<file path="src/hdl/ipv4_prefix_bitmap_top_assert.svh">
// assertion macros shared by the bitmap block
`ifndef IPV4_PREFIX_BITMAP_TOP_ASSERT_SVH
`define IPV4_PREFIX_BITMAP_TOP_ASSERT_SVH

// same-cycle implication, checked outside reset
`define IPB_ASSERT_IMPLY(lbl, ante, cons, msg) \
  lbl: assert property (@(posedge clk) disable iff (rst) (ante) |-> (cons)) \
    else $error(msg);

// next-cycle implication, checked outside reset
`define IPB_ASSERT_NEXT(lbl, ante, cons, msg) \
  lbl: assert property (@(posedge clk) disable iff (rst) (ante) |=> (cons)) \
    else $error(msg);

`endif

</file>
<file path="src/hdl/ipb_pkg.sv">
// shared types and constants for the prefix bitmap block
`timescale 1ns / 1ps

package ipb_pkg;

  localparam int ADDR_W      = 32;
  localparam int PLEN_W      = 7;
  localparam int MAX_PLEN    = 32;
  localparam int IN_TDATA_W  = 40;
  localparam int OUT_TDATA_W = 8;

  typedef enum logic [1:0] {
    OP_CLEAR  = 2'd0,
    OP_ADD    = 2'd1,
    OP_LOOKUP = 2'd2,
    OP_NONE   = 2'd3
  } ipb_op_t;

  // controller to datapath
  typedef struct packed {
    logic load;
    logic clr_step;
    logic dec1;
    logic dec2;
    logic dec3;
    logic fill_step;
    logic look_rd;
    logic hit_load;
    logic out_load;
  } ipb_cmd_t;

  // datapath to controller
  typedef struct packed {
    ipb_op_t op;
    logic    skip_fill;
    logic    clr_last;
    logic    fill_last;
    logic    out_free;
  } ipb_stat_t;

endpackage

</file>
<file path="src/hdl/ipb_ctrl.sv">
// sequencer for clear, fill and lookup
`timescale 1ns / 1ps

module ipb_ctrl
  import ipb_pkg::*;
(
  input  logic      clk,
  input  logic      rst,
  input  logic      in_valid,
  output logic      in_ready,
  input  ipb_stat_t stat,
  output ipb_cmd_t  cmd
);

  typedef enum logic [3:0] {
    ST_CLEAR,
    ST_IDLE,
    ST_DEC1,
    ST_DEC2,
    ST_DEC3,
    ST_FILL,
    ST_DRAIN,
    ST_LOOK,
    ST_LOOKW,
    ST_DONE
  } state_t;

  state_t state, state_next;
  logic   init_pass, init_pass_next;

  always_comb begin
    state_next     = state;
    init_pass_next = init_pass;
    cmd            = '0;
    in_ready       = 1'b0;
    case (state)
      ST_CLEAR: begin
        cmd.clr_step = 1'b1;
        if (stat.clr_last) begin
          // the pass after reset gives no result
          state_next     = init_pass ? ST_IDLE : ST_DONE;
          init_pass_next = 1'b0;
        end
      end
      ST_IDLE: begin
        in_ready = 1'b1;
        if (in_valid) begin
          cmd.load   = 1'b1;
          state_next = ST_DEC1;
        end
      end
      ST_DEC1: begin
        cmd.dec1 = 1'b1;
        case (stat.op)
          OP_CLEAR:  state_next = ST_CLEAR;
          OP_ADD:    state_next = stat.skip_fill ? ST_DONE : ST_DEC2;
          OP_LOOKUP: state_next = ST_DEC2;
          default:   state_next = ST_DONE;
        endcase
      end
      ST_DEC2: begin
        cmd.dec2   = 1'b1;
        state_next = ST_DEC3;
      end
      ST_DEC3: begin
        cmd.dec3   = 1'b1;
        state_next = (stat.op == OP_LOOKUP) ? ST_LOOK : ST_FILL;
      end
      ST_FILL: begin
        cmd.fill_step = 1'b1;
        if (stat.fill_last) begin
          state_next = ST_DRAIN;
        end
      end
      ST_DRAIN: begin
        state_next = ST_DONE;
      end
      ST_LOOK: begin
        cmd.look_rd = 1'b1;
        state_next  = ST_LOOKW;
      end
      ST_LOOKW: begin
        cmd.hit_load = 1'b1;
        state_next   = ST_DONE;
      end
      ST_DONE: begin
        if (stat.out_free) begin
          cmd.out_load = 1'b1;
          state_next   = ST_IDLE;
        end
      end
      default: begin
        state_next = ST_IDLE;
      end
    endcase
  end

  always_ff @(posedge clk) begin
    if (rst) begin
      state     <= ST_CLEAR;
      init_pass <= 1'b1;
    end else begin
      state     <= state_next;
      init_pass <= init_pass_next;
    end
  end

endmodule

</file>
<file path="config.mk">
export PLATFORM = sky130hd
export DESIGN_NAME = ipb_ctrl
export DESIGN_NICKNAME = d
export VERILOG_FILES = /design/src/hdl/ipv4_prefix_bitmap_top_assert.svh /design/src/hdl/ipb_pkg.sv /design/src/hdl/ipb_ctrl.sv
export SDC_FILE = /design/constraint.sdc
export NUM_CORES = 1
export LEC_CHECK = 0
export BUFFER_PORTS_ARGS = -buffer_cell sky130_fd_sc_hd__buf_2
export CAP_MARGIN = 0
export CORE_AREA = 2 2 39 41
export DETAILED_ROUTE_END_ITERATION = 10
export DIE_AREA = 0 0 41 43
export PLACE_DENSITY = 0.68
export SLEW_MARGIN = 20
export SYNTH_ARGS = -nofsm -noshare
export SYNTH_HDL_FRONTEND = slang
export SYNTH_SLANG_ARGS = --single-unit
</file>
<file path="constraint.sdc">
create_clock -name clk -period 2.25 [get_ports clk]
set_clock_uncertainty 0.05 [all_clocks]
set_input_delay 0.45 -clock clk [delete_from_list [all_inputs] [get_ports clk]]
set_output_delay 0.45 -clock clk [all_outputs]
set_load 0.005 [all_outputs]
</file>
==> impl_results.md <==
- Synth warnings: 0
- GRT overflow: 0
- RSZ-0062 raised after global routing: false
- Largest area contributor in the netlist: dfxtp_1
- Chip width: 41 µm
- # port buffers: 18
- Post-Place Cell Area: 504.2 µm²
- Flop-to-flop setup slack: 0.70 ns
- Core area: 1384 µm²
- Final Instance Count excl. Fillers: 94
- Ratio of final minimum period to clock period: a little over four fifths
- FF-to-FF path depth: 4
- Largest net degree at the start of global routing: 15
- Resize count post-CTS: 0
- Sequential area share after synthesis: 23.67%
- Maximum fanout along the worst path: 13
- Number of flops mapped to enable cells by yosys: 0
- Status: completed
- Worst-Skew Late Latency: between 0.2 and 0.25 ns
- Clock root buffer: clkbuf_4
- Gpl congestion: roughly 0.77
- Die area: 1763 µm²
- Nets: 88
- Drt wl/cell: 10.05 µm
- Routed Antenna Nets: 0
- Avg Inst Size Synth: between 7 and 8 µm²
- Commonest cells post-synth: 9 x nand2_1, 8 x nor2_1, 8 x nor3_1
- Worst R2R End: state[3]$_SDFFE_PP0P_
- Buffer depth of the longest clock path: 2
- Die height: 43 µm
- Most instantiated library cell after synthesis: nand2_1
- FF-to-FF Start: state[2]$_SDFFE_PP0P_
- Setup crit start kind: flop
- # IOs: 19
- Max VDD drop: 0.0003724 V
- Final Hold Viols: 0
- Final WL: 945 µm
- Area contributors post-synth: dfxtp_1 24%, nor3_1 9.5%, nand2_1 8.0%, nor2_1 7.1%, mux2i_1 4.7%
- Yosys reg bits: 5
- Drt first pass iters: 4
- CTS tree: yes
- CTS Sinks: 5
- Fraction of layout instances using a drive strength above 1: a little under a third
- Final setup margin: 0.3545 ns
- Initial Util: 30.56%
- Setup violations, final: 0
- First-pass GRT wire length: 1524 µm
- CP Launch Point: state[2]$_SDFFE_PP0P_
- Remaining routing DRC violations: 0
- Worst slack, placed: 0.6294 ns
- GR Util All Layers: 12.99%
- Kind of critical path: reg2out
- Overall power: 0.3710 mW
- TritonCTS Buffers: 3
- Final HPWL DP: 725.9 µm
- Hold_buf cts: 0
- Max-cap violation count: 0
- Worst-Margin Slew: 0.4561 ns
- # rows: 14
- CTS clk-pin slew, worst paths: 0.05 ns
- Syn nets: 69
- # Post-CTS Setup Buffers: 0
- Synth-to-Final Area Change: 25.44%
- Predominant post-synthesis flop cell: dfxtp_1
- Max stage delay on crit path: between 0.5 and 0.6 ns
- Placed Instances: 90
- Max Transition Viols Final: 0
- Mapped Area: about 420 µm²
- Leakage: approximately 0.26 nW
- Antenna violations before repair: 0
- H-tree lvl count: 1
- N_diodes: 0
- First DRT Iteration DRCs: 2
- Fmax: 527.6 MHz
- Final min period: roughly 1.9 ns
- Pwr/cell area: 699.2 nW/µm²
- Cells after synthesis: 60
- Vias in the first global route: between 300 and 400
- Fraction of registers with async set/reset: 0%
- DR vias: approximately 470
- WP data arrival: 1.40 ns
- Yosys cell types: 22
- Final instance area: 530.5 µm²
- Crit-path cells: inv_1 -> nor4_1 -> buf_2
- CP required: 1.75 ns
- Crit. End Element: output pin
- Slew HR: 69.55%
- Mean number of vias per cell: 4.989
- Synth top area share: 23.67%
- CP endpoint: cmd[4]
- Final TNS setup: 0 ns
- Crit-path slowest cell: dfxtp_1
- Min-delay worst type: in2reg
worst max-delay path, delay by kind of cell (launching register included):
family | cells | cell delay (ns)
flops | 1 | 0.59
simple gates | 1 | 0.27
buf+inv | 2 | 0.29
final cells by class:
class / count / area [µm²]
well taps: 16 / 20.02
fillers: 159 / 853.3
flip-flops and latches: 5 / 100.1
inverters: 5 / 18.77
multi-input cells: 46 / 275.3
clock buffers: 4 / 26.28
repair buffers: 18 / 90.09
flip-flops by register name (all words and copies together), names as in the netlist:
name,flops
state,4
init_pass,1
cell families (layout without fill, tap and decap cells):
| kind of cell | after synthesis | count (layout) | synth area share [%] |
|---|---|---|---|
| buffers and inverters | 9 | 27 | 11.24 |
| DFF | 5 | 5 | 23.67 |
| AOI/OAI and AO/OA | 11 | 11 | 23.67 |
| and+or+nand+nor | 33 | 33 | 36.69 |
| muxes | 2 | 2 | 4.734 |
cells in the final DEF (no fill, tap or decap):
cell	count
clkbuf_1	1
nand2b_1	3
nor4_1	1
buf_2	18
inv_1	5
o22ai_1	2
o32ai_1	1
nand2_1	9
o211a_1	1
and3_1	2
nor2_1	8
o31ai_2	1
nor2b_1	1
a21oi_1	3
and2b_1	1
a211oi_2	1
dfxtp_1	5
clkbuf_4	3
mux2i_1	2
o221a_4	1
nor3_1	8
o31a_1	1
per-layer routing:
metal  up-vias  global-route usage, %  routed length, µm
met5         -                      0                  0
met3         4                  3.141                 50
met2        14                  18.13                431
met1       206                  16.23                436
li1        245                      -                  -
met4         0                  10.00                 27
where the power goes:
part | internal [mW] | switching, mW | leakage (nW)
Sequential | 0.101 | 0.0333 | 0.0411
Combinational | 0.0667 | 0.0636 | 0.208
Clock | 0.0672 | 0.0390 | 0.0150
Total | 0.235 | 0.136 | 0.264
how the worst min path moves through the flow:
stage,start,to,slack (ns),depth (start not counted)
finish,rst,state[2]$_SDFFE_PP0P_,0.38,2
global route,rst,state[0]$_SDFFE_PP0P_,0.39,2
CTS,rst,state[2]$_SDFFE_PP0P_,0.38,2
detailed placement,init_pass$_SDFFE_PP1P_,init_pass$_SDFFE_PP1P_,0.39,2
global placement,init_pass$_SDFFE_PP1P_,init_pass$_SDFFE_PP1P_,0.38,2
floorplan,init_pass$_SDFFE_PP1P_,init_pass$_SDFFE_PP1P_,0.37,2
stage by stage:
stage | hold slack, ns | util [%]
6_report | 0.3750 | 38.34
5_1_grt | 0.3874 | 38.34
4_1_cts | 0.3760 | 38.34
3_5_place_dp | 0.3870 | 36.44
3_3_place_gp | 0.3849 | 36.44
2_1_floorplan | 0.3715 | -
Note: power is estimated with default switching activity, not from simulation.
